==> src/rtl/tbq_pkg.sv <==
// tbq_pkg: shared types, codes and constants for the token bucket queue shaper.
// No dependencies; imported by every module of the block.
package tbq_pkg;

  // configuration register indexes
  localparam int CFG_IDX_W = 2;
  localparam logic [CFG_IDX_W-1:0] CFG_ENABLE   = 2'd0;
  localparam logic [CFG_IDX_W-1:0] CFG_CAPACITY = 2'd1;
  localparam logic [CFG_IDX_W-1:0] CFG_RATE     = 2'd2;
  localparam int CFG_DATA_W = 32;

  localparam logic [31:0] CAP_RESET  = 32'd1000;
  localparam logic [31:0] RATE_RESET = 32'd100;
  localparam int          MS_PER_S   = 1000;

  // x / 1000 == (x * RECIP_1000) >> 38, exact for any 32-bit x
  localparam logic [28:0] RECIP_1000 = 29'h10624DD3;
  localparam int          RECIP_SH   = 38;

  // stream payload widths
  localparam int IN_DATA_W  = 56;   // 16 + 8 + 32
  localparam int OUT_DATA_W = 120;  // 114 used, padded to bytes
  localparam int OCC_W      = 11;
  localparam int QI_W       = 3;

  // widths in the refill arithmetic
  localparam int EHI_W = 23;        // elapsed / 1000
  localparam int ELO_W = 10;        // elapsed % 1000
  localparam int ADD_W = 33;        // refill amount, saturated at 2^32
  localparam int QSEL_W = 6;        // covers the largest queue count

  typedef enum logic [2:0] {
    ST_DONE       = 3'd0,
    ST_NO_TOKENS  = 3'd1,
    ST_QUEUE_FULL = 3'd2,
    ST_BYPASS     = 3'd3,
    ST_EMPTY      = 3'd4
  } status_t;

  // one classified item as it leaves the front end
  typedef struct packed {
    logic              is_deq;
    logic              bypass;   // block disabled when the item came in
    logic              refill;   // elapsed time nonzero
    logic [15:0]       size;
    logic [QSEL_W-1:0] qsel;
    logic [ADD_W-1:0]  add;      // tokens to add, saturated
  } work_t;

  typedef struct packed {
    logic [31:0] rate;
    logic [EHI_W-1:0] rdiv;      // rate / 1000
    logic [ELO_W-1:0] rrem;      // rate % 1000
  } rate_t;

  typedef struct packed {
    logic        en;
    logic [31:0] value;
  } cap_wr_t;

  typedef struct packed {
    logic             ok;
    status_t          status;
    logic [QI_W-1:0]  queue_index;
    logic [31:0]      tokens_left;
    logic [OCC_W-1:0] queue_occupancy;
    logic [31:0]      accepted_total;
    logic [31:0]      dropped_total;
  } result_t;

  function automatic logic [EHI_W-1:0] div1000(input logic [31:0] x);
    logic [60:0] prod;
    prod = 61'(x) * 61'(RECIP_1000);
    return prod[RECIP_SH +: EHI_W];
  endfunction

endpackage

==> src/rtl/tbq_fifo.sv <==
// tbq_fifo: short queue of classified items between front and back end.
// Depends on tbq_pkg for the item type.
module tbq_fifo #(
  parameter int DEPTH = 8,
  parameter int CNT_W = 4
) (
  input  logic               clk,
  input  logic               rst_n,
  input  logic               push,
  input  tbq_pkg::work_t     push_data,
  input  logic               pop,
  output logic               head_valid,
  output tbq_pkg::work_t     head_data,
  output logic [CNT_W-1:0]   count
);
  import tbq_pkg::*;

  localparam int AW = (DEPTH > 1) ? $clog2(DEPTH) : 1;

  work_t            mem_r [DEPTH];
  logic [AW-1:0]    wr_ptr_r, rd_ptr_r;
  logic [CNT_W-1:0] count_r;

  function automatic logic [AW-1:0] ptr_inc(input logic [AW-1:0] p);
    return (p == AW'(DEPTH - 1)) ? '0 : p + AW'(1);
  endfunction

  always_ff @(posedge clk) begin
    if (!rst_n) begin
      wr_ptr_r <= '0;
      rd_ptr_r <= '0;
      count_r  <= '0;
    end else begin
      if (push) begin
        wr_ptr_r <= ptr_inc(wr_ptr_r);
      end
      if (pop) begin
        rd_ptr_r <= ptr_inc(rd_ptr_r);
      end
      count_r <= count_r + CNT_W'(push) - CNT_W'(pop);
    end
  end

  always_ff @(posedge clk) begin
    if (push) begin
      mem_r[wr_ptr_r] <= push_data;
    end
  end

  assign head_valid = (count_r != '0);
  assign head_data  = mem_r[rd_ptr_r];
  assign count      = count_r;

`ifndef NO_ASSERTIONS
  a_no_overflow: assert property (@(posedge clk) disable iff (!rst_n)
    !(push && !pop && (count_r == CNT_W'(DEPTH))))
    else $error("fifo: push into a full queue");
`endif

endmodule

==> config.mk <==
export PLATFORM = sky130hd
export DESIGN_NAME = tbq_fifo
export DESIGN_NICKNAME = d
export VERILOG_FILES = /design/src/rtl/tbq_pkg.sv /design/src/rtl/tbq_fifo.sv
export SDC_FILE = /design/constraint.sdc
export NUM_CORES = 1
export LEC_CHECK = 0
export ABC_AREA = 1
export BUFFER_PORTS_ARGS = -buffer_cell sky130_fd_sc_hd__buf_4
export CORE_UTILIZATION = 55
export DETAILED_ROUTE_END_ITERATION = 7
export PLACE_DENSITY_LB_ADDON = 0.08
export SLEW_MARGIN = 20
export SYNTH_ARGS = -nofsm -noshare
export SYNTH_HDL_FRONTEND = slang
export SYNTH_SLANG_ARGS = --single-unit
==> constraint.sdc <==
create_clock -name clk -period 6.15 [get_ports clk]
set_clock_uncertainty 0.15 [all_clocks]
set_input_delay 0.615 -clock clk [delete_from_list [all_inputs] [get_ports clk]]
set_output_delay 0.615 -clock clk [all_outputs]
set_load 0.01 [all_outputs]
# Word level (Yosys, flattened, before mapping)
# Memories as Yosys holds them, arrays and structs flattened. A register that Yosys moved wholly into a read port is not among the register bits.
# Index checks and enable logic that the tools add are counted.
# word_totals
regBits	10
romBits	0
latchBits	0
output_inout_bits	63
ramBits	464
memories	1
# op_classes
div_mod_pow	0
mux	6
bitwise_logic	0
eq_ne	2
shift	0
addsub	4
magnitude_cmp	0
mul	0
reduce_logical	1
# memory_table
memory	words	word_bits	rd	rd_clocked_by_memory_dff	write_ports	line_no	text
mem_r	8	58	1	1	1	tbq_fifo.sv:20	work_t mem_r [DEPTH];
# op_table
op	count
$mux W3	4
$add A3 B1 Y3 const B	2
$eq A3 B3 Y1 const B	2
$add A4 B1 Y4	1
$reduce_bool A4 Y1	1
$sub A4 B1 Y4	1
$mux W1	2

# Logic depth before layout (Yosys ltp)
# logic_depth
ltp_word	4
depth_mapped	9
depth_no_buf	9

# Worst setup path after synthesis
# OpenSTA, ideal clock, no wires.
# synth_path
kind	in2reg
from	in push
to	mem mem_r[1][0] in the netlist's numbering (enable)
path_slack_ns	2.355
t_required_ns	5.526
n_path_buf	0
arrival_time_ns	3.171
cell_stages	2
cell_sequence	nand2_1 nor2_1
# synth_via
elab_chain_cells	2
# synth_rtl
item	line_no	text
start: declaration	tbq_fifo.sv:9	input logic push,
$mux W1	tbq_fifo.sv:45	if (push) begin
$mux W1 (not written as such)	tbq_fifo.sv:46	mem_r[wr_ptr_r] <= push_data;
end: declaration	tbq_fifo.sv:20	
# Every way passes these cells.

==> run metrics <==
first-pass GRT wire length 70.0 mm; CP peak stage delay 0.69 ns; Worst Tran Pin Value 1.11 ns; crit-path cells inv_6 > buf_4 > nand2_1 > nand3_1 > nand2_1 > nand2_1 > nand2_1 > buf_4; vias 13500; Worst path slowest cell buf_4; WS Path Type reg -> out; Crit path buffers/inverters 3; residual overflow from global routing 0; clk slew on worst S/H paths 0.06 ns; worst path required time 5.38 ns; maxcap violations 0; post-route ant nets 0; hpwl dp 22.3 mm; Slew Viols, Final 0; Buffers on Ports 124; CTS tree built; CP most frequent cell nand2_1; Post-CTS Resized 0; Via-to-Cell Ratio 4.95; Initial Utilization 0.564; #FFs+latches synth 477; Layout Nets 2262; Hold Crit Start push_data[7]; ANT cells 0; die footprint 38700 sq um; Root Driver clkbuf_16; Mapped Nets 2161; post-CTS setup buffer count 0; fmax 0.248 GHz; commonest non-fill, non-tap cell in the layout nand2_1; Max clock buf depth 3; vias in the first global route 13100; Tcrit/Tclk final 0.655; die width 197 microns; Max FO, Critical Path 104; Startpoint Class flip-flop; worst r2r src wr_ptr_r[0]$_SDFFE_PN0P_; R2R setup slack 3.41 ns; drt first pass iters 5; WL/cell 16.3 microns; endpoints failing setup 0; maximum vdd drop 0.000233 V; DR iter-0 viols 815; placer congestion estimate 0.723; final hold vios 0; family with the most delay on the worst path buffers and inverters; Finished Core Util 0.638; Synth-to-Final Area Change 13.1%; Worst Path Arrival 3.26 ns; Worst-Skew Late Latency 0.58 ns; initial antenna violation count 2; share of cells above drive strength 1 0.0975; Mapped Avg Cell Area 9.99 sq um; DRC errors left 0; Core Rows 70; CP endpoint kind output port; largest net degree at the start of global routing 117; post-synthesis cell type count 19; Seq/Total Area, Yosys 0.680; RSZ-0062 raised after global routing no; YS warnings 0; status complete, no violations; Mapped Area 20900 sq um; clock tree sinks 477; IO Count 125; total negative slack 0 ns; # hold bufs at CTS 0; commonest cells after routing, fill and taps aside nand2_1 (770), inv_1 (480), edfxtp_1 (464), nand3_1 (235), buf_4 (139); GRT Resource Usage Total 0.237; Syn Inst Count 2089; pwr dens 310 nW/um^2; type of the worst min-delay path in -> reg; DRT Wirelength 44.6 mm; Final Critical Period 4.03 ns; Die Y 197 microns; Max-slew headroom 0.261; H-tree depth 2; static leakage 10.9 nW; core footprint 37000 sq um; Inserted Clock Buffers 49
[kinds of logic (layout without fill, tap and decap cells)]
logic type | after synthesis | in the layout | share of synthesized area
buffers and inverters | 572 | 709 | 0.113
AO/OA/AOI/OAI | 9 | 9 | 0.00228
flip-flops | 477 | 477 | 0.680
AND/OR/NAND/NOR | 1020 | 1020 | 0.198
adder cells (fa/ha/maj) | 10 | 10 | 0.00636
XOR/XNOR | 1 | 1 | 0.000420
[path summary, 6_finish.rpt]
path	cells past startpoint	to
max	8	head_data[15]
min	1	mem_r[6][7]$_DFFE_PP_
max reg2reg	3	mem_r[3][38]$_DFFE_PP_
min reg2reg	2	wr_ptr_r[0]$_SDFFE_PN0P_
[metal layers]
metal / up-vias / share of wire / routed length (microns) / GRT usage
met2: 315 / 0.48 / 21600 / 0.397
met3: 63 / 0.055 / 2440 / 0.0400
met1: 6442 / 0.44 / 19700 / 0.318
met4: 4 / 0.018 / 791 / 0.0729
li1: 6678 / - / - / -
met5: - / 0.00043 / 19 / 0
[metrics by stage]
stage / instance area [sq um] / hold slack [ns] / setup slack, ns / std cells / total power, mW
final: 23600 / 0.120 / 2.12 / 2730 / 7.31
after global routing: 23600 / 0.100 / 1.86 / 2730 / 7.58
after CTS: 23600 / 0.0860 / 2.08 / 2730 / 7.38
after detailed placement: 22100 / 0.339 / 2.72 / 2643 / 4.55
after global placement: 22100 / 0.328 / 2.75 / 2643 / 4.53
after floorplan: 20900 / 0.309 / 2.35 / 2089 / 4.23
[registers in the layout, indices dropped and copies added (netlist names), named ones only]
| signal | count |
|---|---|
| rd_ptr_r | 3 |
| wr_ptr_r | 3 |
| count | 4 |
| mem_r | 464 |
[worst register-to-register path, stage by stage, from the launching register on]
cell and delay, ns:
dfxtp_1 0.35, nand2_1 0.25, nor2_4 0.93, buf_4 0.66
[power by group]
| part | switching [mW] | internal (mW) |
|---|---|---|
| Sequential | 0.0469 | 3.66 |
| Combinational | 0.488 | 0.274 |
| Clock | 1.17 | 1.67 |
| Total | 1.71 | 5.60 |
[area by class of cell]
class                   instances  area [sq um]
clock buffers                  72          1380
well taps                     504           631
flip-flops and latches        477         14200
repair buffers                139          1040
multi-input cells            1040          4370
inverters                     483          1820
clock inverters                15           150
fillers                      2995         13400
[cells in the mapped netlist]
cell / count / share of area
nand2_1: 770 / 0.14
inv_1: 481 / 0.087
edfxtp_1: 464 / 0.67
nand3_1: 235 / 0.056
buf_2: 42 / 0.010
buf_4: 20 / 0.0072
clkbuf_1: 15 / 0.0027
nor2_1: 14 / 0.0025
dfxtp_1: 13 / 0.012
buf_6: 10 / 0.0054
ha_1: 9 / 0.0054
a21oi_1: 6 / 0.0014
buf_1: 2 / 0.00036
inv_4: 2 / 0.00060
o21ai_0: 2 / 0.00048
fa_1: 1 / 0.00096
o21a_1: 1 / 0.00036
or2_2: 1 / 0.00030
xnor2_1: 1 / 0.00042
(Power assumes the default switching activity.)
