<file path="src/rtl/tbq_pkg.sv">
// tbq_pkg: shared types, codes and constants for the token bucket queue shaper.
// No dependencies; imported by every module of the block.
package tbq_pkg;

  // configuration register indexes
  localparam int CFG_IDX_W = 2;
  localparam logic [CFG_IDX_W-1:0] CFG_ENABLE   = 2'd0;
  localparam logic [CFG_IDX_W-1:0] CFG_CAPACITY = 2'd1;
  localparam logic [CFG_IDX_W-1:0] CFG_RATE     = 2'd2;
  localparam int CFG_DATA_W = 32;

  localparam logic [31:0] CAP_RESET  = 32'd1000;
  localparam logic [31:0] RATE_RESET = 32'd100;
  localparam int          MS_PER_S   = 1000;

  // x / 1000 == (x * RECIP_1000) >> 38, exact for any 32-bit x
  localparam logic [28:0] RECIP_1000 = 29'h10624DD3;
  localparam int          RECIP_SH   = 38;

  // stream payload widths
  localparam int IN_DATA_W  = 56;   // 16 + 8 + 32
  localparam int OUT_DATA_W = 120;  // 114 used, padded to bytes
  localparam int OCC_W      = 11;
  localparam int QI_W       = 3;

  // widths in the refill arithmetic
  localparam int EHI_W = 23;        // elapsed / 1000
  localparam int ELO_W = 10;        // elapsed % 1000
  localparam int ADD_W = 33;        // refill amount, saturated at 2^32
  localparam int QSEL_W = 6;        // covers the largest queue count

  typedef enum logic [2:0] {
    ST_DONE       = 3'd0,
    ST_NO_TOKENS  = 3'd1,
    ST_QUEUE_FULL = 3'd2,
    ST_BYPASS     = 3'd3,
    ST_EMPTY      = 3'd4
  } status_t;

  // one classified item as it leaves the front end
  typedef struct packed {
    logic              is_deq;
    logic              bypass;   // block disabled when the item came in
    logic              refill;   // elapsed time nonzero
    logic [15:0]       size;
    logic [QSEL_W-1:0] qsel;
    logic [ADD_W-1:0]  add;      // tokens to add, saturated
  } work_t;

  typedef struct packed {
    logic [31:0] rate;
    logic [EHI_W-1:0] rdiv;      // rate / 1000
    logic [ELO_W-1:0] rrem;      // rate % 1000
  } rate_t;

  typedef struct packed {
    logic        en;
    logic [31:0] value;
  } cap_wr_t;

  typedef struct packed {
    logic             ok;
    status_t          status;
    logic [QI_W-1:0]  queue_index;
    logic [31:0]      tokens_left;
    logic [OCC_W-1:0] queue_occupancy;
    logic [31:0]      accepted_total;
    logic [31:0]      dropped_total;
  } result_t;

  function automatic logic [EHI_W-1:0] div1000(input logic [31:0] x);
    logic [60:0] prod;
    prod = 61'(x) * 61'(RECIP_1000);
    return prod[RECIP_SH +: EHI_W];
  endfunction

endpackage

</file>
<file path="src/rtl/tbq_front.sv">
// tbq_front: accepts items, classifies them and computes the refill amount
// in a five-stage pipeline. Depends on tbq_pkg.
module tbq_front #(
  parameter int NUM_QUEUES = 8,
  parameter int FIFO_DEPTH = 8,
  parameter int CNT_W      = 4
) (
  input  logic                    clk,
  input  logic                    rst_n,
  input  logic                    in_tvalid,
  output logic                    in_tready,
  input  logic                    in_tuser,
  input  logic [tbq_pkg::IN_DATA_W-1:0] in_tdata,
  input  logic                    enable,
  input  tbq_pkg::rate_t          rate,
  input  logic [CNT_W-1:0]        fifo_count,
  output logic                    push,
  output tbq_pkg::work_t          push_data
);
  import tbq_pkg::*;

  localparam int P1_W = 32 + EHI_W;
  localparam int P2_W = 32;
  localparam int P3_W = 20;
  localparam int SUM_W = 56;
  // ceil(2^16 / NUM_QUEUES); exact quotient for any 8-bit priority
  localparam int QREC = (65536 + NUM_QUEUES - 1) / NUM_QUEUES;

  logic        accept;
  logic [15:0] size;
  logic [7:0]  prio;
  logic [31:0] now_ms;
  logic [31:0] last_ms_r;
  logic [7:0]  qrem;
  logic [24:0] qprod;
  logic [7:0]  qquot;
  logic [15:0] qback;
  logic [2:0]  pipe_cnt;

  work_t            it0_r, it1_r, it2_r, it3_r, it4_r;
  logic             v0_r, v1_r, v2_r, v3_r, v4_r;
  logic [31:0]      el0_r, el1_r;
  logic [EHI_W-1:0] ehi1_r;
  logic [ELO_W-1:0] elo2_r;
  logic [P1_W-1:0]  p1_2_r, p1_3_r;
  logic [P2_W-1:0]  p2_3_r;
  logic [P3_W-1:0]  p3_3_r;
  logic [SUM_W-1:0] s4_r;
  logic [ELO_W-1:0] p3q4_r;
  logic [31:0]      elo_full;
  logic [48:0]      p3_prod;
  logic [SUM_W-1:0] add_full;

  assign size   = in_tdata[15:0];
  assign prio   = in_tdata[23:16];
  assign now_ms = in_tdata[55:24];

  assign pipe_cnt  = 3'(v0_r) + 3'(v1_r) + 3'(v2_r) + 3'(v3_r) + 3'(v4_r);
  // credit: everything in flight must fit in the queue
  assign in_tready = (32'(fifo_count) + 32'(pipe_cnt)) < 32'(FIFO_DEPTH);
  assign accept    = in_tvalid & in_tready;

  // priority mod NUM_QUEUES by reciprocal multiply, then multiply back
  assign qprod = 25'(prio) * 25'(QREC);
  assign qquot = qprod[16 +: 8];
  assign qback = 16'(qquot) * 16'(NUM_QUEUES);
  assign qrem  = prio - qback[7:0];

  assign elo_full = el1_r - 32'(ehi1_r) * 32'(MS_PER_S);
  assign p3_prod  = 49'(p3_3_r) * 49'(RECIP_1000);
  assign add_full = s4_r + SUM_W'(p3q4_r);

  always_ff @(posedge clk) begin
    if (!rst_n) begin
      v0_r      <= 1'b0;
      v1_r      <= 1'b0;
      v2_r      <= 1'b0;
      v3_r      <= 1'b0;
      v4_r      <= 1'b0;
      last_ms_r <= '0;
    end else begin
      v0_r <= accept;
      v1_r <= v0_r;
      v2_r <= v1_r;
      v3_r <= v2_r;
      v4_r <= v3_r;
      // after any enabled enqueue arrival the bucket's refill time equals its timestamp
      if (accept && enable && !in_tuser) begin
        last_ms_r <= now_ms;
      end
    end
  end

  always_ff @(posedge clk) begin
    it0_r.is_deq <= in_tuser;
    it0_r.bypass <= ~enable;
    it0_r.refill <= (now_ms != last_ms_r);
    it0_r.size   <= size;
    it0_r.qsel   <= QSEL_W'(qrem);
    it0_r.add    <= '0;
    el0_r        <= now_ms - last_ms_r;

    it1_r  <= it0_r;
    el1_r  <= el0_r;
    ehi1_r <= div1000(el0_r);

    it2_r  <= it1_r;
    elo2_r <= elo_full[ELO_W-1:0];
    p1_2_r <= P1_W'(rate.rate) * P1_W'(ehi1_r);

    it3_r  <= it2_r;
    p1_3_r <= p1_2_r;
    p2_3_r <= P2_W'(rate.rdiv) * P2_W'(elo2_r);
    p3_3_r <= P3_W'(rate.rrem) * P3_W'(elo2_r);

    it4_r  <= it3_r;
    s4_r   <= SUM_W'(p1_3_r) + SUM_W'(p2_3_r);
    p3q4_r <= p3_prod[RECIP_SH +: ELO_W];
  end

  assign push = v4_r;
  always_comb begin
    push_data     = it4_r;
    push_data.add = (|add_full[SUM_W-1:32]) ? {1'b1, 32'h0} : {1'b0, add_full[31:0]};
  end

`ifndef NO_ASSERTIONS
  a_credit: assert property (@(posedge clk) disable iff (!rst_n)
    (32'(fifo_count) + 32'(pipe_cnt)) <= 32'(FIFO_DEPTH))
    else $error("front: items in flight exceed queue depth");
`endif

endmodule

</file>
<file path="config.mk">
export PLATFORM = sky130hd
export DESIGN_NAME = tbq_front
export DESIGN_NICKNAME = d
export VERILOG_FILES = /design/src/rtl/tbq_pkg.sv /design/src/rtl/tbq_front.sv
export SDC_FILE = /design/constraint.sdc
export NUM_CORES = 2
export LEC_CHECK = 0
export BUFFER_PORTS_ARGS = -buffer_cell sky130_fd_sc_hd__clkbuf_2
export CAP_MARGIN = 20
export CORE_MARGIN = 2
export CORE_UTILIZATION = 60
export DETAILED_ROUTE_END_ITERATION = 6
export MAX_ROUTING_LAYER = met4
export PLACE_DENSITY_LB_ADDON = 0.12
export SETUP_SLACK_MARGIN = 0.2
export SLEW_MARGIN = 0
export SYNTH_ARGS = -nofsm -noshare
export SYNTH_HDL_FRONTEND = slang
export SYNTH_SLANG_ARGS = --single-unit
</file>
<file path="constraint.sdc">
create_clock -name clk -period 12.7 [get_ports clk]
set_input_delay 1.905 -clock clk [delete_from_list [all_inputs] [get_ports clk]]
set_output_delay 1.905 -clock clk [all_outputs]
set_load 0.02 [all_outputs]
</file>
=== Yosys cells after proc, flatten, opt, wreduce, memory -nomap -nowiden ===
Index checks and enable logic that the tools add are counted.

* Add/subtract/negate cells: 10
* Multipliers: 6
* Divide/modulo/power cells: 0
* Order comparisons: 1
* Equal/unequal tests: 1
* Shift-type cells: 0
* Mux-type cells: 1
* Bitwise operators: 2
* Reduce and logical (&&, ||, !) cells: 4

{| class="wikitable"
|+ Operators by type and width
! cell !! count
|-
| 32-bit by 29-bit multiplier with 61-bit output, second input constant || 1
|-
| 55-bit by 32-bit adder with 56-bit output || 1
|-
| 56-bit by 10-bit adder with 56-bit output || 1
|-
| 32-bit by 23-bit multiplier with 55-bit output || 1
|-
| 20-bit by 29-bit multiplier with 48-bit output, second input constant || 1
|-
| 33-bit two-way mux || 1
|-
| 23-bit by 10-bit multiplier with 32-bit output || 1
|-
| 32-bit != test || 1
|-
| 32-bit subtractor || 1
|-
| 24-bit OR reduction || 1
|-
| 23-bit by 7-bit multiplier with 7-bit output, second input constant || 1
|-
| 10-bit by 10-bit multiplier with 20-bit output || 1
|-
| 10-bit subtractor || 1
|-
| 3-bit by 1-bit adder with 3-bit output || 2
|-
| 6-bit subtractor || 1
|-
| 4-bit by 3-bit adder with 5-bit output || 1
|-
| 5-bit by 4-bit < comparator with 1-bit output, second input constant || 1
|-
| 2-bit by 1-bit adder with 3-bit output || 1
|-
| 1-bit by 1-bit adder with 2-bit output || 1
|-
| 1-bit logical AND || 2
|-
| 1-bit AND || 1
|-
| 1-bit zero test || 1
|-
| 1-bit NOT || 1
|}

* Register bits: 465
* Latch bits: 0
* RAM bits: 0
* Memory bits (read-only): 0
* Bits of input ports: 130
* Output and inout port bits: 60
* Logic and storage cells: 66
* Memories kept: 0

=== Depth between registers and ports, before layout ===
* Word-level depth: 9
* Gate-level depth with buffers: 28
* Depth with buffers taken out: 27

=== Worst setup path before layout ===
Ideal clock, no wire load.

* Kind: input -> register
* Start point: input port rate[48] (netlist bit)
* End point: register p1_2_r[53]
* Library setup time: 0.120 ns
* Arrival: 8.299 ns
* Required time: 12.580 ns
* Slack: 4.281 ns
* Stages on the path: 24
* Path buffers: 2
* Cells stage by stage: clkbuf_1 nand2_1 fa_1 fa_1 inv_1 fa_1 fa_1 fa_1 fa_1 inv_1 fa_1 inv_1 ha_1 clkbuf_1 nand4_1 or3_1 inv_1 a2111oi_4 a2111oi_2 o21ai_2 o41ai_1 o211a_1 nor3_1 xnor2_1

* Longest elaborated chain between the ends: 1

{| class="wikitable"
|+ RTL lines
! what !! RTL line !! source
|-
| start: declaration || tbq_front.sv:15 || <nowiki>input tbq_pkg::rate_t rate,</nowiki>
|-
| 32-bit by 23-bit multiplier with 55-bit output || tbq_front.sv:109 || <nowiki>p1_2_r <= P1_W'(rate.rate) * P1_W'(ehi1_r);</nowiki>
|-
| end signal: assignment || tbq_front.sv:109 ||
|-
| end: declaration || tbq_front.sv:45 || <nowiki>logic [P1_W-1:0] p1_2_r, p1_3_r;</nowiki>
|}

No other way between the ends.
A chain may end at the register's enable or synchronous reset.

=== Worst setup path after layout ===
* Start point: input port rate[43] (netlist bit)
* End point: register p1_2_r[54]

Same word-level chain as after synthesis.

==> impl_metrics.ini <==
[outcome]
status = completed

[cells_and_area]
area_delta_synth_final_pct = 5.82
drive_above_1_share = 0.0504
fin_cells = 9088
nNetsFinal = 9960

[worst_hold_path]
hold_depth = 0
worstHoldEndpoint = it1_r[43]$_DFF_P_
hp-start = it0_r[43]$_DFF_P_
hold_path_class = flop to flop

[floorplan]
fp.dieArea_um2 = 121000
io-pin-count = 190
initial_utilization = 0.603
die_w_um = 348
die_h_um = 348
rows = 126
placeableCoreArea_um2 = 118000

[synthesis]
syn_area_um2 = 71000
synth_most_common_cell = inv_1
syn_area_per_cell_um2 = 9.53
yosysSeqAreaShare = 0.127
async_reset_ff_frac = 0
synth_warnings = 0
synth_top_area_cell = fa_1
ys_ff_latch = 450
synth_ff_type = dfxtp_1
synthCells = 7452
synth_edf_count = 0
ys_top_cells_by_count = 1,769 x inv_1, 1,325 x fa_1, 1,010 x ha_1
netlist_top_cells_area = fa_1 37%, ha_1 18%, dfxtp_1 13%, inv_1 9.3%, and2_1 4.5%
synthDistinctLibCells = 84
synth_top_area_share = 0.373

[clocking]
cts_max_level = 2
clock_latency_ns = 0.63
cts_resized = 0
clkSinkCount = 450
clockBufferDepth = 3
clk_pin_slew_ns = 0.06
cts_setup_buffers = 0
cts_root_buffer = clkbuf_16
cts_made_buffers = 51
cts_tree = built
cts_hold_buf = 0

[sta]
max_freq_ghz = 0.110
layout_min_cycle_time_ns = 9.07
grt_setup_unrepaired = no
fin_skew_ns = 0.0247
final_hold_viol_count = 0
period_share = 0.714
relSlewSlack = 0.299
worstMarginPinSlew_ns = 1.05
setup_viol = 0
finalMaxSlewViolations = 0
setup-tns-final_ns = 0

[grt]
grt_max_degree = 37
grtUsageTotal = 0.292
antenna_found_initial = 17
grt_pass1_wl_um = 272000
grt-ovfl-total = 0
grt_pass1_vias = 51800

[worst_setup_path]
cp.arrival_ns = 9.56
cp_common_cell = fa_1
end_kind = flop
path_cells = clkbuf_2, and2_1, fa_1, fa_1, inv_1, fa_1, fa_1, inv_1, fa_1, fa_1, inv_1, fa_1, inv_1, ha_1, nand4_1, or3_1, a211oi_1, o21ai_0, o211ai_1, nand3_1, a21oi_1, o21a_1, o211ai_1
slowest_delay_ns = 0.64
ff2ff_setup_slack_ns = 4.36
path_buf_inv = 5
cp.required_ns = 13.19
r2r-end = ehi1_r[18]$_DFF_P_
cp_top_family = adder cells
crit_type = primary input to flop
r2r_start = el0_r[7]$_DFF_P_
r2r_cells = 23
cp_slowest_cell = clkbuf_2
worstSetupStartpoint = rate[43]
crit_path_start_kind = primary input
critPathMaxFanout = 23

[placed_design]
post-place-cells = 8976
io_buffers = 181
dp_hpwl_um = 134000
place_congestion = 0.949

[route]
vias = 48700
initialDrtViolationCount = 2567
wire_per_inst_um = 18.2
drc = 0
ant_nets = 0
dr.pass1.iters = 5
drt_wl_total_um = 165000
post_drt_via_cell_ratio = 5.35

[job]
maxCapViolations = 0
==> per-layer routing <==
metal / vias up / part of all wire / GRT usage
met5: - / 0 / -
met4: 0 / 0.028 / 0.0770
met3: 217 / 0.062 / 0.0446
met2: 1243 / 0.47 / 0.473
met1: 24400 / 0.43 / 0.386
li1: 22800 / - / -
==> layout make-up <==
class                           count  area, um2
Antenna cell                       18       45.0
Clock buffer                       57       1350
Clock inverter                     35        502
Fill cell                       10000      42600
Inverter                         1770       6640
Multi-Input combinational cell   5002      54500
Sequential cell                   450       9020
Tap cell                         1536       1920
Timing Repair Buffer              220       1220
==> cell usage in the layout, fill, tap and decap left out, types with 101 or more instances in the layout <==
cell / Yosys / routed
nand2_1: 740 / 740
fa_1: 1325 / 1325
o21ai_0: 115 / 115
ha_1: 1010 / 1010
dfxtp_1: 450 / 438
xnor2_1: 180 / 180
clkbuf_2: 0 / 181
nor2_1: 164 / 164
and2_1: 516 / 516
inv_1: 1769 / 1769
a21oi_1: 215 / 215
a21o_1: 101 / 101
==> worst max path at each step <==
stage / to / slack (ns) / cells after the start
floorplan: p1_2_r[53]$_DFF_P_ / 4.28 / 24
global placement: p1_2_r[53]$_DFF_P_ / 3.17 / 23
detailed placement: p1_2_r[53]$_DFF_P_ / 3.10 / 23
CTS: p1_2_r[54]$_DFF_P_ / 3.70 / 23
global route: p1_2_r[46]$_DFF_P_ / 3.36 / 23
finish: p1_2_r[54]$_DFF_P_ / 3.63 / 23
==> registers in the layout, indices dropped and copies added (netlist names) <==
signal / cells
push: 1
elo2_r: 10
el0_r: 32
p1_3_r: 55
p3q4_r: 10
it3_r: 22
v3_r: 1
v0_r: 1
last_ms_r: 32
it0_r: 22
p2_3_r: 32
p3_3_r: 20
p1_2_r: 55
it2_r: 22
it1_r: 22
v2_r: 1
v1_r: 1
ehi1_r: 23
s4_r: 56
push_data: 22
el1_r: 10
==> through the flow <==
| stage | setup slack, ns | hold slack (ns) | util | instance area (um2) |
|---|---|---|---|---|
| 2_1_floorplan | 4.28 | 0.310 | - | 71000 |
| 3_3_place_gp | 3.17 | 0.310 | 0.622 | 73200 |
| 3_5_place_dp | 3.10 | 0.312 | 0.622 | 73200 |
| 4_1_cts | 3.70 | 0.318 | 0.638 | 75100 |
| 5_1_grt | 3.36 | 0.323 | 0.638 | 75200 |
| 6_report | 3.63 | 0.320 | 0.638 | 75200 |
==> cell families after synthesis <==
logic type | Yosys count | share of synthesized area
adder cells (fa/ha/maj) | 2335 | 0.551
other | 1 | 0.0000528
AND/OR/NAND/NOR | 1754 | 0.124
buffers and inverters | 2002 | 0.107
XOR/XNOR | 253 | 0.0312
multiplexers | 8 | 0.00116
AO/OA/AOI/OAI | 649 | 0.0591
flip-flops | 450 | 0.127
Power is left out: the tool's default activity adds up to more than one toggle a clock period on the data nets, which glitch-free logic cannot reach.
