==> src/rtl/tbq_pkg.sv <==
// tbq_pkg: shared types, codes and constants for the token bucket queue shaper.
// No dependencies; imported by every module of the block.
package tbq_pkg;

  // configuration register indexes
  localparam int CFG_IDX_W = 2;
  localparam logic [CFG_IDX_W-1:0] CFG_ENABLE   = 2'd0;
  localparam logic [CFG_IDX_W-1:0] CFG_CAPACITY = 2'd1;
  localparam logic [CFG_IDX_W-1:0] CFG_RATE     = 2'd2;
  localparam int CFG_DATA_W = 32;

  localparam logic [31:0] CAP_RESET  = 32'd1000;
  localparam logic [31:0] RATE_RESET = 32'd100;
  localparam int          MS_PER_S   = 1000;

  // x / 1000 == (x * RECIP_1000) >> 38, exact for any 32-bit x
  localparam logic [28:0] RECIP_1000 = 29'h10624DD3;
  localparam int          RECIP_SH   = 38;

  // stream payload widths
  localparam int IN_DATA_W  = 56;   // 16 + 8 + 32
  localparam int OUT_DATA_W = 120;  // 114 used, padded to bytes
  localparam int OCC_W      = 11;
  localparam int QI_W       = 3;

  // widths in the refill arithmetic
  localparam int EHI_W = 23;        // elapsed / 1000
  localparam int ELO_W = 10;        // elapsed % 1000
  localparam int ADD_W = 33;        // refill amount, saturated at 2^32
  localparam int QSEL_W = 6;        // covers the largest queue count

  typedef enum logic [2:0] {
    ST_DONE       = 3'd0,
    ST_NO_TOKENS  = 3'd1,
    ST_QUEUE_FULL = 3'd2,
    ST_BYPASS     = 3'd3,
    ST_EMPTY      = 3'd4
  } status_t;

  // one classified item as it leaves the front end
  typedef struct packed {
    logic              is_deq;
    logic              bypass;   // block disabled when the item came in
    logic              refill;   // elapsed time nonzero
    logic [15:0]       size;
    logic [QSEL_W-1:0] qsel;
    logic [ADD_W-1:0]  add;      // tokens to add, saturated
  } work_t;

  typedef struct packed {
    logic [31:0] rate;
    logic [EHI_W-1:0] rdiv;      // rate / 1000
    logic [ELO_W-1:0] rrem;      // rate % 1000
  } rate_t;

  typedef struct packed {
    logic        en;
    logic [31:0] value;
  } cap_wr_t;

  typedef struct packed {
    logic             ok;
    status_t          status;
    logic [QI_W-1:0]  queue_index;
    logic [31:0]      tokens_left;
    logic [OCC_W-1:0] queue_occupancy;
    logic [31:0]      accepted_total;
    logic [31:0]      dropped_total;
  } result_t;

  function automatic logic [EHI_W-1:0] div1000(input logic [31:0] x);
    logic [60:0] prod;
    prod = 61'(x) * 61'(RECIP_1000);
    return prod[RECIP_SH +: EHI_W];
  endfunction

endpackage

==> src/rtl/tbq_back.sv <==
// tbq_back: carries out items: bucket refill, spend, queue counters and results.
// Each item passes a refill state, then an apply state; depends on tbq_pkg.
module tbq_back #(
  parameter int NUM_QUEUES  = 8,
  parameter int QUEUE_LIMIT = 1024
) (
  input  logic               clk,
  input  logic               rst_n,
  input  logic               head_valid,
  input  tbq_pkg::work_t     head_data,
  output logic               pop,
  input  logic [31:0]        cap,
  input  tbq_pkg::cap_wr_t   cap_wr,
  output logic               out_valid,
  input  logic               out_ready,
  output tbq_pkg::result_t   out_result
);
  import tbq_pkg::*;

  localparam int QW = (NUM_QUEUES > 1) ? $clog2(NUM_QUEUES) : 1;
  localparam int CW = $clog2(QUEUE_LIMIT + 1);

  typedef struct packed {
    logic [CW-1:0] pkts;
    logic [31:0]   bytes;
  } qent_t;

  typedef enum logic {B_REFILL, B_APPLY} bstate_t;

  bstate_t         st_r;
  qent_t           qmem [NUM_QUEUES];
  qent_t           rd_ent_r;
  logic            rd_vld_r;
  logic [NUM_QUEUES-1:0] qvalid_r, nonempty_r;
  logic [QW-1:0]   cur_q_r, first_q, rd_addr;
  logic            none_r;
  logic [31:0]     token_r, token_nxt;
  logic [31:0]     acc_pkts_r, drop_pkts_r;
  logic [47:0]     acc_bytes_r, drop_bytes_r;
  result_t         out_r, res_nxt;
  logic            out_valid_r;
  logic            can_out;
  logic [33:0]     sum;
  logic [31:0]     refilled;
  logic [CW-1:0]   cnt;
  logic [31:0]     bytes;
  logic            mem_we, set_ne, clr_ne, acc_inc, drop_inc;
  qent_t           mem_wdata;

  // lowest-numbered nonempty queue
  always_comb begin
    first_q = '0;
    for (int i = NUM_QUEUES - 1; i >= 0; i--) begin
      if (nonempty_r[i]) begin
        first_q = QW'(i);
      end
    end
  end

  assign rd_addr  = head_data.is_deq ? first_q : head_data.qsel[QW-1:0];
  assign sum      = {2'b0, token_r} + {1'b0, head_data.add};
  assign refilled = (sum > {2'b0, cap}) ? cap : sum[31:0];
  assign can_out  = !out_valid_r || out_ready;
  assign pop      = (st_r == B_APPLY) && can_out;

  assign cnt   = rd_vld_r ? rd_ent_r.pkts : '0;
  assign bytes = rd_vld_r ? rd_ent_r.bytes : '0;

  always_comb begin
    token_nxt = token_r;
    mem_we    = 1'b0;
    mem_wdata = rd_ent_r;
    set_ne    = 1'b0;
    clr_ne    = 1'b0;
    acc_inc   = 1'b0;
    drop_inc  = 1'b0;
    res_nxt.ok              = 1'b0;
    res_nxt.status          = ST_DONE;
    res_nxt.queue_index     = '0;
    res_nxt.queue_occupancy = '0;
    priority if (head_data.bypass) begin
      res_nxt.ok     = ~head_data.is_deq;
      res_nxt.status = ST_BYPASS;
    end else if (head_data.is_deq) begin
      if (none_r) begin
        res_nxt.status = ST_EMPTY;
      end else begin
        mem_we          = 1'b1;
        mem_wdata.pkts  = cnt - CW'(1);
        mem_wdata.bytes = (bytes > 32'(head_data.size)) ? bytes - 32'(head_data.size) : '0;
        clr_ne          = (cnt == CW'(1));
        res_nxt.ok              = 1'b1;
        res_nxt.queue_index     = QI_W'(cur_q_r);
        res_nxt.queue_occupancy = OCC_W'(mem_wdata.pkts);
      end
    end else if (token_r < 32'(head_data.size)) begin
      drop_inc       = 1'b1;
      res_nxt.status = ST_NO_TOKENS;
    end else begin
      // tokens stay spent even on a tail drop
      token_nxt = token_r - 32'(head_data.size);
      res_nxt.queue_index = QI_W'(cur_q_r);
      if (cnt >= CW'(QUEUE_LIMIT)) begin
        drop_inc                = 1'b1;
        res_nxt.status          = ST_QUEUE_FULL;
        res_nxt.queue_occupancy = OCC_W'(cnt);
      end else begin
        mem_we          = 1'b1;
        mem_wdata.pkts  = cnt + CW'(1);
        mem_wdata.bytes = (bytes > 32'hFFFF_FFFF - 32'(head_data.size)) ?
                          32'hFFFF_FFFF : bytes + 32'(head_data.size);
        set_ne          = 1'b1;
        acc_inc         = 1'b1;
        res_nxt.ok              = 1'b1;
        res_nxt.queue_occupancy = OCC_W'(mem_wdata.pkts);
      end
    end
    res_nxt.tokens_left    = token_nxt;
    res_nxt.accepted_total = acc_pkts_r + 32'(acc_inc);
    res_nxt.dropped_total  = drop_pkts_r + 32'(drop_inc);
  end

  always_ff @(posedge clk) begin
    if ((st_r == B_APPLY) && can_out && mem_we) begin
      qmem[cur_q_r] <= mem_wdata;
    end
    if ((st_r == B_REFILL) && head_valid) begin
      rd_ent_r <= qmem[rd_addr];
    end
  end

  always_ff @(posedge clk) begin
    if (!rst_n) begin
      st_r         <= B_REFILL;
      token_r      <= CAP_RESET;
      qvalid_r     <= '0;
      nonempty_r   <= '0;
      acc_pkts_r   <= '0;
      drop_pkts_r  <= '0;
      acc_bytes_r  <= '0;
      drop_bytes_r <= '0;
      out_valid_r  <= 1'b0;
      rd_vld_r     <= 1'b0;
      cur_q_r      <= '0;
      none_r       <= 1'b1;
    end else begin
      if (out_valid_r && out_ready && !pop) begin
        out_valid_r <= 1'b0;
      end
      unique case (st_r)
        B_REFILL: begin
          if (head_valid) begin
            rd_vld_r <= qvalid_r[rd_addr];
            cur_q_r  <= rd_addr;
            none_r   <= ~|nonempty_r;
            if (!head_data.bypass && !head_data.is_deq && head_data.refill) begin
              token_r <= refilled;
            end
            st_r <= B_APPLY;
          end
        end
        B_APPLY: begin
          if (can_out) begin
            token_r     <= token_nxt;
            out_r       <= res_nxt;
            out_valid_r <= 1'b1;
            if (mem_we) begin
              qvalid_r[cur_q_r] <= 1'b1;
            end
            if (set_ne) begin
              nonempty_r[cur_q_r] <= 1'b1;
            end
            if (clr_ne) begin
              nonempty_r[cur_q_r] <= 1'b0;
            end
            if (acc_inc) begin
              acc_pkts_r  <= acc_pkts_r + 32'd1;
              acc_bytes_r <= acc_bytes_r + 48'(head_data.size);
            end
            if (drop_inc) begin
              drop_pkts_r  <= drop_pkts_r + 32'd1;
              drop_bytes_r <= drop_bytes_r + 48'(head_data.size);
            end
            st_r <= B_REFILL;
          end
        end
        default: st_r <= B_REFILL;
      endcase
      // a capacity write clamps the bucket; the user writes it only while idle, not enforced here
      if (cap_wr.en && (token_r > cap_wr.value)) begin
        token_r <= cap_wr.value;
      end
    end
  end

  assign out_valid  = out_valid_r;
  assign out_result = out_r;

`ifndef NO_ASSERTIONS
  a_token_cap: assert property (@(posedge clk) disable iff (!rst_n)
    token_r <= cap)
    else $error("back: token count above capacity");
  a_head_held: assert property (@(posedge clk) disable iff (!rst_n)
    (st_r == B_APPLY) |-> head_valid)
    else $error("back: queue head lost while an item is applied");
`endif

endmodule
==> config.mk <==
export PLATFORM = sky130hd
export DESIGN_NAME = tbq_back
export DESIGN_NICKNAME = d
export VERILOG_FILES = /design/src/rtl/tbq_pkg.sv /design/src/rtl/tbq_back.sv
export SDC_FILE = /design/constraint.sdc
export NUM_CORES = 1
export LEC_CHECK = 0
export BUFFER_PORTS_ARGS = -buffer_cell sky130_fd_sc_hd__buf_2
export CAP_MARGIN = 20
export CORE_ASPECT_RATIO = 0.9
export CORE_MARGIN = 4
export CORE_UTILIZATION = 30
export CTS_CLUSTER_SIZE = 28
export DETAILED_ROUTE_END_ITERATION = 10
export SETUP_SLACK_MARGIN = 0.05
export SYNTH_ARGS = -nofsm -noshare
export SYNTH_HDL_FRONTEND = slang
export SYNTH_SLANG_ARGS = --single-unit
export TNS_END_PERCENT = 20
==> constraint.sdc <==
create_clock -name clk -period 8.49 [get_ports clk]
set_clock_uncertainty 0.15 [all_clocks]
set_input_delay 1.698 -clock clk [delete_from_list [all_inputs] [get_ports clk]]
set_output_delay 1.698 -clock clk [all_outputs]
set_load 0.01 [all_outputs]
### Word-level counts from Yosys, hierarchy flattened

Memories as Yosys holds them, arrays and structs flattened. A register that Yosys moved wholly into a read port is not among the register bits.
Index checks and enable logic that the tools add are counted.
W data, S select, Z words.

| word-level totals | value |
|---|---|
| bits in registers | 233 |
| RAM bits | 344 |
| bits of input ports | 127 |
| output and inout bits | 116 |
| word-level logic and storage cells | 140 |
| memories | 1 |

| cells by class | value |
|---|---|
| add/sub/neg operators | 11 |
| $lt $le $gt $ge | 9 |
| equality and inequality tests | 4 |
| muxes and demuxes | 69 |
| bitwise logic cells | 6 |
| reduce and logical (&&, ||, !) cells | 23 |

Memories:

| memory | words | width | rd ports | clocked after memory_dff | write ports | line | source |
|---|---|---|---|---|---|---|---|
| qmem | 8 | 43 | 1 | 1 | 1 | tbq_back.sv:31 | `qent_t qmem [NUM_QUEUES];` |

Operators by type and width:

| operator | count |
|---|---|
| $mux W32 | 11 |
| $mux W43 | 5 |
| $add A32 B1 Y32 | 2 |
| $add A32 B1 Y32 const B | 2 |
| $gt A32 B32 Y1 | 2 |
| $pmux W32 S2 | 1 |
| $sub A32 B16 Y32 | 2 |
| $mux W11 | 5 |
| $mux W8 | 5 |
| $mux W3 | 12 |
| $add A32 B33 Y34 | 1 |
| $gt A34 B32 Y1 | 1 |
| $add A32 B16 Y32 | 1 |
| $gt A32 B16 Y1 | 1 |
| $lt A32 B16 Y1 | 1 |
| $mux W1 | 23 |
| $sub A1 B17 Y18 const A | 1 |
| $or A8 B8 Y8 | 2 |
| $reduce_and A3 Y1 | 5 |
| $add A11 B1 Y11 const B | 1 |
| $eq A11 B1 Y1 const B | 1 |
| $ge A11 B11 Y1 const B | 1 |
| $sub A11 B1 Y11 const B | 1 |
| $logic_and A1 B1 Y1 | 9 |
| other kinds (17) | 26 |

### Longest topological paths before layout

Gate-level depths: netlist of run 1.

| logic depth | value |
|---|---|
| depth in word-level cells | 12 |
| depth in mapped cells | 22 |
| depth with buffers taken out | 20 |

### Least setup slack after synthesis of run 1

No wires, ideal clock.

| path | value |
|---|---|
| path type | input to register |
| start point | input port rst_n |
| end point | register out_r, in the netlist out_result[0] (enable) |
| library setup time | 0.589 ns |
| arrival | 7.129 ns |
| required time | 7.751 ns |
| setup slack | 0.622 ns |
| stages on the path | 5 |
| buffers on the path | 3 |
| cell sequence | clkbuf_1 > inv_1 > clkbuf_1 > clkbuf_1 > nor2_1 |

| between the ends | value |
|---|---|
| word-level cells in the longest chain between the ends | 1 |

Ends and longest elaborated chain:

| what | line | source |
|---|---|---|
| start, declared | tbq_back.sv:8 | `input logic rst_n,` |
| $reduce_and A3 Y1 (no source line) | -- |  |
| end signal, assigned | tbq_back.sv:165 | `out_r <= res_nxt;` |
| end, declared | tbq_back.sv:40 | `result_t out_r, res_nxt;` |

No other way between the ends.
A chain may end at the register's enable or synchronous reset.

### Worst setup path after layout of run 1

| path | value |
|---|---|
| start point | input port head_data[2] (netlist bit) |
| end point | register token_r[30] |

| between the ends | value |
|---|---|
| word-level cells in the longest chain between the ends | 7 |

Ends and longest elaborated chain:

| what | line | source |
|---|---|---|
| start, declared | tbq_back.sv:10 | `input tbq_pkg::work_t head_data,` |
| $add A32 B33 Y34 * | tbq_back.sv:61 | `assign sum = {2'b0, token_r} + {1'b0, head_data.add};` |
| $gt A34 B32 Y1 | tbq_back.sv:62 | `assign refilled = (sum > {2'b0, cap}) ? cap : sum[31:0];` |
| $mux W32 * | tbq_back.sv:62 |  |
| $mux W32 * | tbq_back.sv:156 | `if (!head_data.bypass && !head_data.is_deq && head_data.refill) begin` |
| $mux W32 * | tbq_back.sv:152 | `if (head_valid) begin` |
| $pmux W32 S2 * | tbq_back.sv:150 | `unique case (st_r)` |
| $mux W32 * | tbq_back.sv:190 | `if (cap_wr.en && (token_r > cap_wr.value)) begin` |
| end signal, assigned | tbq_back.sv:157 | `token_r <= refilled;` |
| end signal, assigned | tbq_back.sv:164 | `token_r <= token_nxt;` |
| end signal, assigned | tbq_back.sv:191 | `token_r <= cap_wr.value;` |
| end, declared | tbq_back.sv:37 | `logic [31:0] token_r, token_nxt;` |

Mark *: on every way between the ends. The rest lies on a longest branch, timed or not. The select of a mux whose other input is x is not followed.

==> parameters.txt, run 1 <==
Parameter                              Value

Synth
  Fraction of the mapped netlist area in simple logic gates ... 16.1%
  Cell type with the highest aggregate area in the netlist ... sky130_fd_sc_hd__edfxtp_1
  Proportion of synthesized area in mux cells ... 4.98%
  Post-synth top flop ... sky130_fd_sc_hd__edfxtp_1
  Area fraction of the dominant cell type after synthesis ... 32.5%
  Post-synthesis compound-gate area fraction ... 14.0%
  Number of different library cells in the post-synthesis netlist ... 83
  Combinational family with the most area after synthesis ... simple AND/OR/NAND/NOR gates
  Proportion of synthesized chip area in sequential cells ... 44.7%
  Yosys warns ... 0
  Post-synthesis cell area ... 19,700 µm²
  Leading post-synthesis cells by cell area ... sky130_fd_sc_hd__edfxtp_1, sky130_fd_sc_hd__dfxtp_1, sky130_fd_sc_hd__ha_1
  Number of instances in the synthesized netlist ... 2,002
  Count of flip-flops with a built-in enable after synthesis ... 213
  Post-Synth Adder-Cell Area ... 7.97%
  Xor-xnor portion of the synthesized cell area ... 8.24%
  Fraction of synthesis flops using an asynchronous set or reset pin ... 0%
  Average footprint of a synthesized cell ... 9.82 µm²
  Syn Nets ... 2,253
  Post-synthesis sequential element count ... 332

Clocking
  Post-CTS Setup Repair Bufs ... 0
  Maximum buffer depth of the clock tree ... 3
  Total CTS buffers ... 38
  Number of cells upsized or downsized after cts ... 0
  CTS sink count ... 332
  Cell at the root of the clock tree ... sky130_fd_sc_hd__clkbuf_16
  H-Tree Level Count ... 2
  Clock tree from TritonCTS ... built
  Hold-fix buffers at CTS ... 0
  Clock insertion delay at the later pin of the skew report ... 0.55 ns
  Clock slew seen by the registers of the worst setup and hold paths ... 0.06 ns

Critical path
  Number of buffer and inverter instances along the worst setup path ... 3
  Delay of the slowest critical-path stage ... 0.60 ns
  Data required time at the worst endpoint ... 8.78 ns
  Crit path max fanout ... 8
  Gate family responsible for the most delay along the worst path ... compound AO/OA/AOI/OAI gates
  Arrival time at the worst endpoint ... 7.42 ns
  CP Launch Type ... input port
  Series of cell instances along the critical path ... buf_2, ha_1, o211ai_1, o211ai_1, a41oi_1, o31ai_1, a221oi_1, buf_4, o21ai_0, xor2_1, ha_1, nand4_1, a2111oi_0, a2111oi_0, nand3_1, a211o_1, a22oi_2, buf_4, mux2_2, mux2_1, a22o_1
  Sort of element at the end of the critical path ... flop
  Type of the setup path with the least slack ... in2reg
  CP max-delay cell ... sky130_fd_sc_hd__o31ai_1

STA
  Worst slew margin relative to its limit ... 30.2%
  Summed negative setup slack over all endpoints ... 0 ns
  Share of the clock period used by the worst path ... 84.0%
  Setup violation total in the final timing report ... 0
  RSZ-0062 raised after global routing ... false
  Time the worst path needs with I/O delays and setup ... 7.13 ns
  Max-slew violation total from the final report ... 0
  Number of endpoints with negative hold slack in the final report ... 0
  Slew at the pin with the worst max-slew slack ... 1.05 ns
  Highest clock rate ... 140 MHz

Floorplanning
  IO Pins ... 243
  Site row count ... 88
  Die height ... 251 µm
  Horizontal die dimension ... 278 µm
  Core Footprint ... 64,500 µm²
  Die Area ... 69,700 µm²
  Initial standard-cell utilization of the core ... 30.5%

Final layout
  Final core occ ... 35.8%
  P&R area growth vs syn ... 17.5%
  Fraction of layout cells with a size suffix above 1 ... 18.3%
  Count of nets after finishing ... 2,461
  Number of standard cells in the final layout excluding fillers ... 3,096
  Area occupied by multi-input gates ... 10,100 µm²
  Finished Cell Area ... 23,100 µm²
  Commonest non-fill, non-tap cells in the layout ... sky130_fd_sc_hd__buf_2, sky130_fd_sc_hd__edfxtp_1, sky130_fd_sc_hd__nor2_1, sky130_fd_sc_hd__nand2_1, sky130_fd_sc_hd__ha_1
  Leading cell type in the layout, fill and taps excluded ... sky130_fd_sc_hd__buf_2
  Reg area ... 8780 µm²
  Filler Cell Count ... 6,545

Power
  Internal power ... 3260 µW
  Proportion of power drawn by flip-flops and latches ... 39.8%
  Logic pwr share ... 24.8%
  VDD IR-drop max ... 0.126 mV
  Switching fraction of total power ... 31.0%
  Power density relative to cell area ... 204 nW/µm²
  Overall power consumption ... 4720 µW
  Reported net switching power ... 1460 µW
  Clock network fraction of design power ... 35.5%
  Leakage Power ... 0.00936 µW

Placement
  Placed Cells incl. Taps ... 3,025
  Count of buffers from port buffering ... 239
  Sum of net half-perimeters after detailed placement ... 45,800 µm
  Weighted congestion at the end of routability-driven global placement ... 0.936
  Post-detailed-placement cell area ... 21,800 µm²

Outcome
  Result of the run ... complete, no violations

Min path
  Classification of the worst-slack hold path ... reg2reg

Run
  # Max-Cap Violations ... 0

Route
  First-iteration detailed-routing DRC count ... 1,246
  Post-route antenna net violation count ... 0
  Length of the first detailed-routing pass in iterations ... 5
  Via-per-instance ratio ... 5.19
  Via Count ... 16,100
  Drt drc ... 0
  Routed wire per std cell ... 19.5 µm
  Wire length reported by the detailed router ... 60,500 µm

Global route
  Pin count of the biggest net entering global routing ... 83
  Global-route wire length before repair ... 92,600 µm
  Total routing resource utilization after global routing ... 16.7%
  Vias in the first global route ... 15,700
  Antenna violations before repair ... 3
  Total global routing overflow ... 0
[flip-flops by register name (all words and copies together), names as in the netlist]
register	cells
st_r	1
cur_q_r	3
rd_vld_r	1
out_valid	1
qvalid_r	8
acc_pkts_r	32
nonempty_r	8
none_r	1
rd_ent_r	11
out_result	114
drop_pkts_r	32
qmem	88
token_r	32
[routing by layer]
layer | wire, µm | global-route usage [%] | vias up
li1 | - | - | 7701
met1 | 27000 | 22.6 | 7731
met2 | 27500 | 26.8 | 525
met3 | 3950 | 3.65 | 110
met4 | 2000 | 5.56 | 2
met5 | 7 | 0 | -
[logic make-up after synthesis]
family                   Yosys count
XOR/XNOR                         185
AO/OA/AOI/OAI                    420
flip-flops                       332
buffers and inverters            207
adder cells (fa/ha/maj)          124
AND/OR/NAND/NOR                  669
multiplexers                      65
[cell usage after synthesis, drive strengths merged (56+ instances only)]
library cell	number
xnor2	93
xor2	92
inv	109
nand2	187
nand3	56
a21oi	104
edfxtp	213
o21ai	108
nor2	207
ha	122
clkbuf	81
dfxtp	119
[tightest hold or removal path: cells and delay by family (launching register included)]
kind | cells | cell delay (ns)
flip-flops | 1 | 0.33
AND/OR/NAND/NOR | 2 | 0.12
[worst paths after layout]
kind	startpoint	to	slack [ns]	cells after the start
hold reg to reg	qvalid_r[7]	qvalid_r[7]	0.33	2
hold / removal	qvalid_r[7]	qvalid_r[7]	0.33	2
setup reg to reg	token_r[2]	token_r[30]	2.18	20
setup / recovery	head_data[2]	token_r[30]	1.36	21
[area by class of cell]
cell class	instances	area share, %
Antenna cell	2	0.0217
Clock buffer	44	4.39
Clock inverter	25	1.12
Inverter	110	1.79
Multi-Input combinational cell	1463	43.9
Sequential cell	332	38.0
Tap cell	855	4.63
Timing Repair Buffer	265	6.08
[per-stage QoR]
step / setup WS (ns) / hold slack [ns]
after global routing: 1.27 / 0.355
after detailed placement: 0.986 / 0.319
after global placement: 1.03 / 0.296
final: 1.36 / 0.327
after CTS: 1.55 / 0.333
after floorplan: 0.622 / 0.285
[power by group through the flow]
| stage | logic [µW] | registers (µW) | clock network, µW |
|---|---|---|---|
| after floorplan | 805 | 1880 | 0 |
| after global placement | 1130 | 1910 | 0 |
| after detailed placement | 1150 | 1910 | 0 |
| after CTS | 1160 | 1880 | 1720 |
| after global routing | 1290 | 1880 | 1790 |
| final | 1170 | 1880 | 1670 |
(Power assumes the default switching activity.)
==> inputs of run 2 (changes only) <==
==> constraint.sdc (replaced) <==
create_clock -name clk -period 7.2 [get_ports clk]
set_clock_uncertainty 0.15 [all_clocks]
set_input_delay 1.44 -clock clk [delete_from_list [all_inputs] [get_ports clk]]
set_output_delay 1.44 -clock clk [all_outputs]
set_load 0.01 [all_outputs]
==> run 2 against run 1 <==
Effect of this change: clock power grew 16%; sequential power rose by 18%; worst setup slack got worse by 0.71 ns; total power is 18% higher; global-route usage is 0.18 points higher; die area stayed put; design area is 0.54% higher; critical path type unchanged; largest power group unchanged.
==> parameters.txt, run 2 (synthesized netlist as in run 1, its figures left out) <==
Parameter                              Value

Outcome
  Result of the run ... complete, no violations

Route
  Routed wire per std cell ... 19.7 µm (+0.72%)
  First-iteration detailed-routing DRC count ... 1,092 (-12%)
  Post-route antenna net violation count ... 0 (unchanged)
  Wire length reported by the detailed router ... 61,300 µm (+1.2%)
  Length of the first detailed-routing pass in iterations ... 6 (+1)
  Drt drc ... 0 (unchanged)
  Via-per-instance ratio ... 5.20 (+0.27%)
  Via Count ... 16,200 (+0.78%)

Floorplanning
  Core Footprint ... 64,500 µm² (unchanged)
  Die height ... 251 µm (unchanged)
  Site row count ... 88 (unchanged)
  Horizontal die dimension ... 278 µm (unchanged)
  IO Pins ... 243 (unchanged)
  Die Area ... 69,700 µm² (unchanged)
  Initial standard-cell utilization of the core ... 30.5% (unchanged)

Clocking
  Number of cells upsized or downsized after cts ... 0 (unchanged)
  Clock insertion delay at the later pin of the skew report ... 0.56 ns (about the same)
  CTS sink count ... 332 (unchanged)
  Clock slew seen by the registers of the worst setup and hold paths ... 0.06 ns (about the same)
  Total CTS buffers ... 38 (unchanged)
  Maximum buffer depth of the clock tree ... 3 (unchanged)
  Clock tree from TritonCTS ... built
  Post-CTS Setup Repair Bufs ... 0 (unchanged)
  Cell at the root of the clock tree ... sky130_fd_sc_hd__clkbuf_16
  H-Tree Level Count ... 2 (unchanged)
  Hold-fix buffers at CTS ... 0 (unchanged)

Global route
  Vias in the first global route ... 15,900 (+0.74%)
  Total global routing overflow ... 0 (unchanged)
  Antenna violations before repair ... 3 (unchanged)
  Global-route wire length before repair ... 93,200 µm (+0.67%)
  Pin count of the biggest net entering global routing ... 75 (-9.6%)
  Total routing resource utilization after global routing ... 16.9% (+0.18 points)

STA
  Summed negative setup slack over all endpoints ... 0 ns (unchanged)
  Time the worst path needs with I/O delays and setup ... 6.56 ns
  RSZ-0062 raised after global routing ... false
  Max-slew violation total from the final report ... 0 (unchanged)
  Number of endpoints with negative hold slack in the final report ... 0 (unchanged)
  Share of the clock period used by the worst path ... 91.1%
  Setup violation total in the final timing report ... 0 (unchanged)
  Worst slew margin relative to its limit ... 23.6% (-6.7 points)
  Highest clock rate ... 153 MHz
  Slew at the pin with the worst max-slew slack ... 1.15 ns (+0.0999 ns)

Critical path
  Type of the setup path with the least slack ... in2reg
  Delay of the slowest critical-path stage ... 0.54 ns (-0.06 ns)
  Data required time at the worst endpoint ... 7.49 ns (-1.29 ns)
  Crit path max fanout ... 14 (+6)
  CP max-delay cell ... sky130_fd_sc_hd__a2111oi_0
  Sort of element at the end of the critical path ... flop
  CP Launch Type ... input port
  Series of cell instances along the critical path ... buf_2, ha_1, o211ai_1, o211ai_1, a41oi_1, o31ai_1, a221oi_1, buf_4, o21ai_0, xor2_1, ha_1, nand4_1, a21oi_1, a2111oi_0, buf_4, nand3_1, a211o_1, a22oi_2, buf_12, mux2i_1, a21oi_1, a2111o_1
  Arrival time at the worst endpoint ... 6.85 ns (-0.57 ns)
  Cell depth of the worst flop-to-flop path ... 21 (+5.0%)

Power
  Clock network fraction of design power ... 34.9% (-0.6 points)
  Proportion of power drawn by flip-flops and latches ... 39.9% (about the same)
  Internal power ... 3820 µW (+17%)
  VDD IR-drop max ... 0.146 mV (+16%)
  Switching fraction of total power ... 31.4% (+0.44 points)
  Leakage Power ... 0.00945 µW (+0.90%)
  Overall power consumption ... 5560 µW (+18%)
  Logic pwr share ... 25.3% (+0.5 points)
  Reported net switching power ... 1750 µW (+20%)
  Power density relative to cell area ... 240 nW/µm² (+17%)

Final layout
  Flip-flop count of the largest register, all copies and words added ... 114 (unchanged)
  Count of nets after finishing ... 2,479 (+0.73%)
  P&R area growth vs syn ... 18.1%
  Fraction of layout cells with a size suffix above 1 ... 19.1% (+0.78 points)
  N_diodes ... 0 (-2)
  Leading cell type in the layout, fill and taps excluded ... sky130_fd_sc_hd__buf_2
  Commonest non-fill, non-tap cells in the layout ... sky130_fd_sc_hd__buf_2, sky130_fd_sc_hd__edfxtp_1, sky130_fd_sc_hd__nor2_1, sky130_fd_sc_hd__nand2_1, sky130_fd_sc_hd__ha_1

Placement
  Sum of net half-perimeters after detailed placement ... 46,400 µm (+1.4%)
  Count of buffers from port buffering ... 239 (unchanged)
  Weighted congestion at the end of routability-driven global placement ... 0.944 (+0.90%)

Run
  # Max-Cap Violations ... 0 (unchanged)

Min path
  Classification of the worst-slack hold path ... reg2reg
  Depth of the worst hold-timing path ... 2 (unchanged)
-- run 2: per-layer routing --
metal  part of all wire, %  vias to the layer above  track usage, %  routed length (µm)
met5                 0.064                        -               0                  39
met4                   3.8                        6            6.44                2310
met3                   6.2                      124            3.52                3820
met2                    45                      482            26.6               27500
met1                    45                     7845            23.0               27600
li1                      -                     7738               -                   -
-- run 2: area by class of cell --
type	instances	area, µm²
flip-flops and latches	332	8780
fillers	6517	41300
clock buffers	45	987
repair buffers	283	1560
inverters	110	413
clock inverters	24	258
multi-input cells	1463	10100
well taps	855	1070
-- run 2: worst paths after layout --
| check | start | end | slack (ns) |
|---|---|---|---|
| worst min-delay path | qvalid_r[2] | qvalid_r[2] | 0.32 |
| worst min register to register | qvalid_r[2] | qvalid_r[2] | 0.32 |
| worst max register to register | token_r[1] | token_r[7] | 1.18 |
| worst max-delay path | head_data[3] | token_r[7] | 0.64 |
-- run 2: power by group through the flow --
| stage | Clock, µW | Sequential [µW] | Combinational (µW) |
|---|---|---|---|
| 2_1_floorplan | 0 | 2220 | 949 |
| 3_3_place_gp | 0 | 2260 | 1350 |
| 3_5_place_dp | 0 | 2260 | 1380 |
| 4_1_cts | 1990 | 2220 | 1390 |
| 5_1_grt | 2070 | 2220 | 1550 |
| 6_report | 1940 | 2220 | 1410 |
-- run 2: per-stage QoR --
| stage | hold slack, ns | setup slack (ns) | area (µm²) | instances | util, % |
|---|---|---|---|---|---|
| CTS | 0.326 | 0.763 | 23200 | 3111 | 35.9 |
| global placement | 0.294 | 0.220 | 21900 | 3042 | 34.0 |
| floorplan | 0.285 | 1.08 | 19700 | 2002 | - |
| global route | 0.347 | 0.291 | 23200 | 3112 | 36.0 |
| finish | 0.319 | 0.643 | 23200 | 3112 | 36.0 |
| detailed placement | 0.312 | 0.227 | 21900 | 3042 | 34.0 |
-- run 2: worst max-delay path, delay by kind of cell --
| family | cells | cell delay, ns |
|---|---|---|
| xor+xnor | 1 | 0.23 |
| compound gates | 12 | 3.21 |
| simple gates | 2 | 0.40 |
| fa+ha+maj | 2 | 0.63 |
| buf+inv | 4 | 0.66 |
| mux | 1 | 0.25 |
